File: src/qnc_pkg.sv
`default_nettype none

package qnc_pkg;

   // input item codes
   localparam logic OP_SAMPLE = 1'b0;
   localparam logic OP_TAKE   = 1'b1;

   // configuration register indexes
   localparam int unsigned CSR_INDEX_W = 1;
   localparam logic [CSR_INDEX_W-1:0] CSR_EDGES_PER_NOTCH  = 1'd0;
   localparam logic [CSR_INDEX_W-1:0] CSR_INVERT_DIRECTION = 1'd1;
   localparam int unsigned CSR_DATA_W = 8;

   localparam logic [7:0] EDGES_PER_NOTCH_RESET = 8'd4;

   // pending count limits and widths
   localparam int COUNT_LIMIT = 4000;
   localparam int unsigned PEND_W = 13;
   localparam int unsigned RESID_W = 9;
   localparam int unsigned DIVISOR_W = 8;
   localparam int unsigned NOTCH_W = 14;
   // magnitude of residual plus pending, one quotient bit per divider step
   localparam int unsigned MAG_W = 13;
   localparam int unsigned STEP_W = $clog2(MAG_W);

   localparam int unsigned QUEUE_DEPTH_DEFAULT = 4;

   typedef struct packed {
      logic is_take;
      logic step_en;
      logic step_down;
   } qnc_entry_type;

endpackage

`default_nettype wire

File: src/quadrature_notch_counter_core.sv
`default_nettype none

// channel  direction  beat                                   flow control
// req      in         operation, level_a, level_b            req_valid / req_stall
// rsp      out        notch_delta (one per take)             rsp_valid / rsp_stall
// csr      in         csr_index, csr_wdata                   csr_write_enable
//
// a beat enters the front queue; the back end retires one sample per cycle unless a take
// waits at the queue head for the divider, which runs operand load, 13 one-bit divider
// steps and output load; samples behind a take keep being counted while the divider runs
// req_stall rises only when the queue (QUEUE_DEPTH beats) is full
// synchronous reset clears levels, counts, queue and output valid; edges_per_notch resets to 4

module quadrature_notch_counter_core #(
   parameter int unsigned QUEUE_DEPTH = qnc_pkg::QUEUE_DEPTH_DEFAULT
) (
   input  wire logic                            clock,
   input  wire logic                            reset,
   input  wire logic                            req_valid,
   output logic                                 req_stall,
   input  wire logic                            req_operation,
   input  wire logic                            req_level_a,
   input  wire logic                            req_level_b,
   output logic                                 rsp_valid,
   input  wire logic                            rsp_stall,
   output logic signed [qnc_pkg::NOTCH_W-1:0]   rsp_notch_delta,
   input  wire logic                            csr_write_enable,
   input  wire logic [qnc_pkg::CSR_INDEX_W-1:0] csr_index,
   input  wire logic [qnc_pkg::CSR_DATA_W-1:0]  csr_wdata
);
   import qnc_pkg::*;

   logic [DIVISOR_W-1:0] edges_per_notch_ff, edges_per_notch_in;
   logic                 invert_direction_ff, invert_direction_in;

   logic          push_valid;
   qnc_entry_type push_entry;
   logic          queue_full;
   logic          queue_empty;
   logic          pop;
   qnc_entry_type head_entry;

   always_comb begin
      edges_per_notch_in  = edges_per_notch_ff;
      invert_direction_in = invert_direction_ff;
      if (csr_write_enable) begin
         case (csr_index)
            CSR_EDGES_PER_NOTCH:  edges_per_notch_in  = csr_wdata[DIVISOR_W-1:0];
            CSR_INVERT_DIRECTION: invert_direction_in = csr_wdata[0];
            default: begin
            end
         endcase
      end
   end

   always_ff @(posedge clock) begin
      if (reset) begin
         edges_per_notch_ff  <= EDGES_PER_NOTCH_RESET;
         invert_direction_ff <= 1'b0;
      end else begin
         edges_per_notch_ff  <= edges_per_notch_in;
         invert_direction_ff <= invert_direction_in;
      end
   end

   qnc_front u_front (
      .clock         (clock),
      .reset         (reset),
      .req_valid     (req_valid),
      .req_stall     (req_stall),
      .req_operation (req_operation),
      .req_level_a   (req_level_a),
      .req_level_b   (req_level_b),
      .queue_full    (queue_full),
      .push_valid    (push_valid),
      .push_entry    (push_entry)
   );

   qnc_queue #(
      .DEPTH (QUEUE_DEPTH)
   ) u_queue (
      .clock      (clock),
      .reset      (reset),
      .push_valid (push_valid),
      .push_entry (push_entry),
      .full       (queue_full),
      .empty      (queue_empty),
      .pop        (pop),
      .head_entry (head_entry)
   );

   qnc_back u_back (
      .clock            (clock),
      .reset            (reset),
      .queue_empty      (queue_empty),
      .head_entry       (head_entry),
      .pop              (pop),
      .edges_per_notch  (edges_per_notch_ff),
      .invert_direction (invert_direction_ff),
      .rsp_valid        (rsp_valid),
      .rsp_stall        (rsp_stall),
      .rsp_notch_delta  (rsp_notch_delta)
   );

endmodule

`default_nettype wire

File: src/qnc_front.sv
`default_nettype none

module qnc_front (
   input  wire logic                  clock,
   input  wire logic                  reset,
   input  wire logic                  req_valid,
   output logic                       req_stall,
   input  wire logic                  req_operation,
   input  wire logic                  req_level_a,
   input  wire logic                  req_level_b,
   input  wire logic                  queue_full,
   output logic                       push_valid,
   output qnc_pkg::qnc_entry_type     push_entry
);
   import qnc_pkg::*;

   logic last_a_ff, last_a_in;
   logic last_b_ff, last_b_in;
   logic a_chg, b_chg;
   logic is_sample;

   assign req_stall  = queue_full;
   assign push_valid = req_valid && !queue_full;
   assign is_sample  = (req_operation == OP_SAMPLE);

   assign a_chg = req_level_a != last_a_ff;
   assign b_chg = req_level_b != last_b_ff;

   always_comb begin
      push_entry.is_take = (req_operation == OP_TAKE);
      push_entry.step_en = is_sample && (a_chg ^ b_chg);
      // a alone counts down when a equals b, b alone counts down when they differ
      if (a_chg) begin
         push_entry.step_down = ~(req_level_a ^ req_level_b);
      end else begin
         push_entry.step_down = req_level_a ^ req_level_b;
      end
   end

   always_comb begin
      last_a_in = last_a_ff;
      last_b_in = last_b_ff;
      if (push_valid && is_sample) begin
         last_a_in = req_level_a;
         last_b_in = req_level_b;
      end
   end

   always_ff @(posedge clock) begin
      if (reset) begin
         last_a_ff <= 1'b0;
         last_b_ff <= 1'b0;
      end else begin
         last_a_ff <= last_a_in;
         last_b_ff <= last_b_in;
      end
   end

endmodule

`default_nettype wire

File: src/qnc_queue.sv
`default_nettype none

module qnc_queue #(
   parameter int unsigned DEPTH = qnc_pkg::QUEUE_DEPTH_DEFAULT
) (
   input  wire logic                  clock,
   input  wire logic                  reset,
   input  wire logic                  push_valid,
   input  wire qnc_pkg::qnc_entry_type push_entry,
   output logic                       full,
   output logic                       empty,
   input  wire logic                  pop,
   output qnc_pkg::qnc_entry_type     head_entry
);
   import qnc_pkg::*;

   localparam int unsigned PTR_W = (DEPTH > 1) ? $clog2(DEPTH) : 1;
   localparam int unsigned CNT_W = $clog2(DEPTH + 1);

   qnc_entry_type entry_ff [DEPTH];
   logic [PTR_W-1:0] wr_ptr_ff, wr_ptr_in;
   logic [PTR_W-1:0] rd_ptr_ff, rd_ptr_in;
   logic [CNT_W-1:0] count_ff, count_in;
   logic do_push, do_pop;

   assign full       = (count_ff == CNT_W'(DEPTH));
   assign empty      = (count_ff == '0);
   assign do_push    = push_valid && !full;
   assign do_pop     = pop && !empty;
   assign head_entry = entry_ff[rd_ptr_ff];

   always_comb begin
      wr_ptr_in = wr_ptr_ff;
      rd_ptr_in = rd_ptr_ff;
      count_in  = count_ff;
      if (do_push) begin
         wr_ptr_in = (wr_ptr_ff == PTR_W'(DEPTH - 1)) ? '0 : wr_ptr_ff + 1'b1;
      end
      if (do_pop) begin
         rd_ptr_in = (rd_ptr_ff == PTR_W'(DEPTH - 1)) ? '0 : rd_ptr_ff + 1'b1;
      end
      if (do_push && !do_pop) begin
         count_in = count_ff + 1'b1;
      end else if (do_pop && !do_push) begin
         count_in = count_ff - 1'b1;
      end
   end

   always_ff @(posedge clock) begin
      if (reset) begin
         wr_ptr_ff <= '0;
         rd_ptr_ff <= '0;
         count_ff  <= '0;
      end else begin
         wr_ptr_ff <= wr_ptr_in;
         rd_ptr_ff <= rd_ptr_in;
         count_ff  <= count_in;
      end
   end

   always_ff @(posedge clock) begin
      if (do_push) begin
         entry_ff[wr_ptr_ff] <= push_entry;
      end
   end

endmodule

`default_nettype wire

File: src/qnc_back.sv
`default_nettype none

module qnc_back (
   input  wire logic                          clock,
   input  wire logic                          reset,
   input  wire logic                          queue_empty,
   input  wire qnc_pkg::qnc_entry_type        head_entry,
   output logic                               pop,
   input  wire logic [qnc_pkg::DIVISOR_W-1:0] edges_per_notch,
   input  wire logic                          invert_direction,
   output logic                               rsp_valid,
   input  wire logic                          rsp_stall,
   output logic signed [qnc_pkg::NOTCH_W-1:0] rsp_notch_delta
);
   import qnc_pkg::*;

   localparam logic [1:0] ST_IDLE = 2'd0;
   localparam logic [1:0] ST_RUN  = 2'd1;
   localparam logic [1:0] ST_DONE = 2'd2;

   localparam logic signed [PEND_W-1:0] PEND_MAX = PEND_W'(COUNT_LIMIT);
   localparam logic signed [PEND_W-1:0] PEND_MIN = PEND_W'(-COUNT_LIMIT);

   logic [1:0] state_ff, state_in;
   logic signed [PEND_W-1:0]  pending_ff, pending_in;
   logic signed [RESID_W-1:0] residual_ff, residual_in;
   logic [MAG_W-1:0]     quo_ff, quo_in;
   logic [DIVISOR_W-1:0] rem_ff, rem_in;
   logic [DIVISOR_W-1:0] divisor_ff, divisor_in;
   logic                 neg_ff, neg_in;
   logic [STEP_W-1:0]    step_ff, step_in;
   logic                 rsp_valid_ff, rsp_valid_in;
   logic signed [NOTCH_W-1:0] rsp_notch_ff, rsp_notch_in;

   logic signed [NOTCH_W-1:0] total;
   logic [NOTCH_W-1:0]        total_mag;
   logic [DIVISOR_W:0]        trial;
   logic [DIVISOR_W:0]        trial_sub;
   logic                      out_free;
   logic                      start_take;
   logic                      apply_step;
   logic [NOTCH_W-1:0]        quo_ext;
   logic [RESID_W-1:0]        rem_ext;

   assign rsp_valid       = rsp_valid_ff;
   assign rsp_notch_delta = rsp_notch_ff;
   assign out_free        = !rsp_valid_ff || !rsp_stall;

   // samples keep flowing while the divider works; a take waits for it
   assign pop        = !queue_empty && (!head_entry.is_take || state_ff == ST_IDLE);
   assign start_take = pop && head_entry.is_take;
   assign apply_step = pop && !head_entry.is_take && head_entry.step_en;

   assign total = NOTCH_W'(residual_ff) + NOTCH_W'(pending_ff);
   assign total_mag = total[NOTCH_W-1] ? -total : total;

   // one restoring step: shift the next dividend bit into the remainder
   assign trial     = {rem_ff, quo_ff[MAG_W-1]};
   assign trial_sub = trial - {1'b0, divisor_ff};

   assign quo_ext = NOTCH_W'(quo_ff);
   assign rem_ext = RESID_W'(rem_ff);

   always_comb begin
      state_in     = state_ff;
      pending_in   = pending_ff;
      residual_in  = residual_ff;
      quo_in       = quo_ff;
      rem_in       = rem_ff;
      divisor_in   = divisor_ff;
      neg_in       = neg_ff;
      step_in      = step_ff;
      rsp_valid_in = rsp_valid_ff && rsp_stall;
      rsp_notch_in = rsp_notch_ff;

      if (apply_step) begin
         if (head_entry.step_down) begin
            if (pending_ff != PEND_MIN) begin
               pending_in = pending_ff - 1'b1;
            end
         end else begin
            if (pending_ff != PEND_MAX) begin
               pending_in = pending_ff + 1'b1;
            end
         end
      end

      case (state_ff)
         ST_IDLE: begin
            if (start_take) begin
               pending_in = '0;
               neg_in     = total[NOTCH_W-1];
               quo_in     = total_mag[MAG_W-1:0];
               rem_in     = '0;
               divisor_in = (edges_per_notch == '0) ? DIVISOR_W'(1) : edges_per_notch;
               step_in    = '0;
               state_in   = ST_RUN;
            end
         end
         ST_RUN: begin
            if (!trial_sub[DIVISOR_W]) begin
               rem_in = trial_sub[DIVISOR_W-1:0];
               quo_in = {quo_ff[MAG_W-2:0], 1'b1};
            end else begin
               rem_in = trial[DIVISOR_W-1:0];
               quo_in = {quo_ff[MAG_W-2:0], 1'b0};
            end
            step_in = step_ff + 1'b1;
            if (step_ff == STEP_W'(MAG_W - 1)) begin
               state_in = ST_DONE;
            end
         end
         ST_DONE: begin
            if (out_free) begin
               rsp_valid_in = 1'b1;
               rsp_notch_in = (neg_ff ^ invert_direction) ? -quo_ext : quo_ext;
               residual_in  = neg_ff ? -rem_ext : rem_ext;
               state_in     = ST_IDLE;
            end
         end
         default: begin
            state_in = ST_IDLE;
         end
      endcase
   end

   always_ff @(posedge clock) begin
      if (reset) begin
         state_ff     <= ST_IDLE;
         pending_ff   <= '0;
         residual_ff  <= '0;
         rsp_valid_ff <= 1'b0;
      end else begin
         state_ff     <= state_in;
         pending_ff   <= pending_in;
         residual_ff  <= residual_in;
         rsp_valid_ff <= rsp_valid_in;
      end
   end

   always_ff @(posedge clock) begin
      quo_ff       <= quo_in;
      rem_ff       <= rem_in;
      divisor_ff   <= divisor_in;
      neg_ff       <= neg_in;
      step_ff      <= step_in;
      rsp_notch_ff <= rsp_notch_in;
   end

endmodule

`default_nettype wire

File: config.mk
export PLATFORM = sky130hd
export DESIGN_NAME = quadrature_notch_counter_core
export DESIGN_NICKNAME = d
export VERILOG_FILES = /design/src/qnc_pkg.sv /design/src/quadrature_notch_counter_core.sv /design/src/qnc_front.sv /design/src/qnc_queue.sv /design/src/qnc_back.sv
export SDC_FILE = /design/constraint.sdc
export NUM_CORES = 1
export LEC_CHECK = 0
export BUFFER_PORTS_ARGS = -buffer_cell sky130_fd_sc_hd__buf_2
export CORE_ASPECT_RATIO = 0.9
export CORE_UTILIZATION = 63
export CTS_CLUSTER_DIAMETER = 100
export DETAILED_ROUTE_END_ITERATION = 8
export GPL_TIMING_DRIVEN = 1
export PLACE_DENSITY = 0.84
export SLEW_MARGIN = 20
export SYNTH_ARGS = -nofsm -noshare
export SYNTH_HDL_FRONTEND = slang
export SYNTH_HIERARCHICAL = 1
export SYNTH_SLANG_ARGS = --single-unit
File: constraint.sdc
create_clock -name clock -period 10.2 [get_ports clock]
set_clock_uncertainty 0.15 [all_clocks]
set_input_delay 3.06 -clock clock [delete_from_list [all_inputs] [get_ports clock]]
set_output_delay 3.06 -clock clock [all_outputs]
set_load 0.05 [all_outputs]
==> metrics list <==
- The run finished with clean final reports.
- In this design, the critical path's most frequently occurring cell is nor2b_1.
* Placed Instances: 784
* Max stage delay on crit path: 0.45 ns
- The core region is 9740 um2.
- The number of antenna diodes in the final layout is 0.
- Switching share of power: 42.8%
- Total power consumption of the routed design: 0.00183 W
- Number of library cell types mapped by synthesis: 69
- Cell-internal power: 0.00105 W
- The die covers 10500 um2.
* Classification of the worst setup path: in -> reg
- Yosys printed 6 warnings.
* RePlAce Congestion: 0.932
- Counting flops with an async set or reset pin after synthesis yields a share of 0%.
- Static timing analysis puts the maximum clock frequency at 0.207 GHz.
- After detailed routing, the number of remaining DRC violations is 0.
* Clock tree from TritonCTS: built
- The hold violation total from the final report came to 0.
- Commonest cells after routing, fill and taps aside: 74 x nor2_1, 60 x edfxtp_1, 45 x dfxtp_1, 42 x a21oi_1, 37 x nand2_1
- The share of the Yosys chip area taken by registers is between 40% and 50%.
- Antenna violations before repair: 0
* Cell at the slowest stage of the critical path: nor2b_1
* Leakage power figure: 2.64 nW
- Fraction of final layout cells with drive strength greater than 1: 11.4%
- Total Nets Final: 724
- After synthesis, the largest family of logic cells by area is simple AND/OR/NAND/NOR gates.
- From bottom edge to top edge, the die measures 97.2 um.
* CTS root buf: clkbuf_8
- Share of the synthesized area in compound gates (AO/OA/AOI/OAI): 15.0%
- The HPWL after detailed placement is 9620 um.
- In this run the worst hold path is classified as reg -> reg.
- Period utilisation layout: a little under half
- Summing the areas of all xor and xnor instances in the mapped netlist gives around 8.1% of the synthesized area.
* Grt ovf: 0
- Via count of the first global-routing pass: approximately 4.9k
- Once layout is complete, the cells apart from fillers number 800.
* Relative contribution of combinational cells to total power: between 40% and 50%
* Buf/Inv on CP: 2
- Setup Total Neg Slack: 0 ns
- # setup viols final: 0
* Die Span X: 108 um
- After detailed routing, the average wire length per cell comes to 16.3 um.
- STA puts the critical path data required time at 10.37 ns.
- Post-synthesis area per instance: 9.71 um2
- In this run the tightest slew margin relative to its limit is 37.0%.
- Fraction of the mapped netlist area in adder cells: approximately 7.8%
- Critical path cell sequence: buf_2 -> nor2b_1 -> nor2b_1 -> ha_1 -> inv_1 -> fa_1 -> xor2_1 -> or3_1 -> a21oi_1
- Leaving out fill and tap cells, the most frequent cell in the layout is nor2_1.
* Pin slew with the least headroom to its limit: 0.944 ns
- Among all flip-flop cells after synthesis, the most frequent one is edfxtp_1.
* Sink Count: 105
- The floorplan has 34 rows.
- Placed standard-cell area: 6550 um2
- Mapped cell area: 6350 um2
* Final std cell area, no fill: about 6700 um2
- CP Data Arrival Time: 5.02 ns
- Number of ports placed on the die boundary: 33
- The total count of max-transition violations in the final report is 0.
- Synthesis inferred 105 register bits.
* TritonCTS buffer count: 9
* Share of synthesized cell area in and, or, nand and nor gates: 18.5%
- Once the clock tree was built, the setup fixing pass inserted 0 buffers.
- Power density over the cells: between 200 and 300 nW/um2
- Length of the first detailed-routing pass in iterations: 4
- Via density: 6.12
* Clock Latency Late Sink: 0.39 ns
- Wires add up to approximately 13000 um.
- Signed area change from the synthesized netlist to the final layout: 6.09%
- Kind of cell adding the most delay to the critical path: simple AND/OR/NAND/NOR gates
- Post-cts sizing count: 0
* Maximum net fanout on the critical path: 7
- The count of nets left with antenna violations once routing finished came out at 0.
- Final critical delay including setup and external delays: 4.84 ns
- VDD sags by at most 0.178 mV.
- Across the run, the number of max-cap violations was 0.
- For this design the total switching power over the nets is approximately 0.0008 W.
* Syn Nets: ~700
* Final core utilization: 69.1%
- First-pass GRT wire length: 22500 um
* Deepest level of the CTS H-tree: 3
- Once the floorplan was initialized, standard cells occupied 65.2% of the core.
- Cell count after synthesis: 654
- After clock tree synthesis, the clock-pin slew on the worst setup and hold paths is 0.10 ns.
- Buffers placed on the I/O ports in this run total 32.
- All-Layer GR Usage: 27.1%
- After the first detailed-routing iteration, the DRC count stood at 299.
* Sequential power share: 40.5%
* Worst setup EP type: register
- Number of flops mapped to enable cells by yosys: 60
- After synthesis, the share of cell area in mux cells is roughly 3.5%.
- Of the total power, the clock network draws roughly 14%.
- RSZ-0062 raised after global routing: no
- Summing over every cut layer, the via total after detailed routing is 4895.
* Post-CTS Hold Fix Bufs: 0
- The worst setup path is launched from an input port.
* Max Root-Sink Buffers: 2
- Maximum number of pins on one net before global-route repair: 42
path summary, 6_finish.rpt:
check | slack [ns] | startpoint | endpoint | cells after the start
max | 5.36 | req_valid | u_queue/count_ff[2] | 9
min | 0.32 | edges_per_notch_ff[1] | u_back/divisor_ff[1] | 0
max reg2reg | 6.15 | u_back/pending_ff[0] | u_back/quo_ff[12] | 12
min reg2reg | 0.32 | edges_per_notch_ff[1] | u_back/divisor_ff[1] | 0
cells in the mapped netlist (14+ instances only):
| library cell | instances | area [um2] |
|---|---|---|
| nor2_1 | 74 | 278 |
| edfxtp_1 | 60 | 1800 |
| dfxtp_1 | 45 | 901 |
| a21oi_1 | 43 | 215 |
| nand2_1 | 37 | 139 |
| ha_1 | 35 | 438 |
| inv_1 | 35 | 131 |
| o21ai_0 | 29 | 145 |
| xor2_1 | 29 | 254 |
| xnor2_1 | 28 | 245 |
| clkbuf_1 | 25 | 93.8 |
| nor3_1 | 15 | 75.1 |
| a211oi_1 | 14 | 105 |
| nand3_1 | 14 | 70.1 |
power groups by stage:
stage	combinational [W]	sequential (W)	clock [W]
after floorplan	0.000662	0.000701	0
after global placement	0.000772	0.000737	0
after detailed placement	0.000819	0.000745	0
after CTS	0.000827	0.000736	0.000258
after global routing	0.000936	0.000756	0.000270
final	0.000835	0.000739	0.000252
registers in the layout, indices dropped and copies added, names as in the netlist, 4 cells and up, named ones only:
name / cells
u_back/rem_ff: 8
u_queue/entry_ff: 12
u_back/divisor_ff: 8
u_back/residual_ff: 9
u_back/step_ff: 4
u_back/pending_ff: 13
edges_per_notch_ff: 8
u_back/quo_ff: 13
u_back/rsp_notch_delta: 14
layout make-up:
cell class	instances	area [um2]
clock inverter	5	46.3
sequential	105	2700
clock buffer	11	141
inverter	36	138
fill	740	3010
timing repair buffer	35	183
tap	126	158
multi-input combinational	482	3370
logic make-up after synthesis:
kind of cell	after synthesis
adders and majority gates	38
buffers and inverters	67
and+or+nand+nor	224
DFF	105
muxes	18
AOI/OAI and AO/OA	144
xor gates and xnor gates	58
per-layer routing:
layer  global-route usage (%)  vias up  wire length, um
li1                         -     2373                -
met1                     34.0     2337             5640
met2                     45.3      157             6440
met5                        0        -                0
met3                     6.17       28              700
met4                     10.0        0              263
through the flow:
step | hold WS (ns) | worst slack [ns]
3_3_place_gp | 0.290 | 5.08
5_1_grt | 0.346 | 5.28
3_5_place_dp | 0.294 | 4.99
6_report | 0.320 | 5.36
2_1_floorplan | 0.293 | 5.40
4_1_cts | 0.319 | 5.41
No activity file was read; power rests on OpenSTA's default activity.
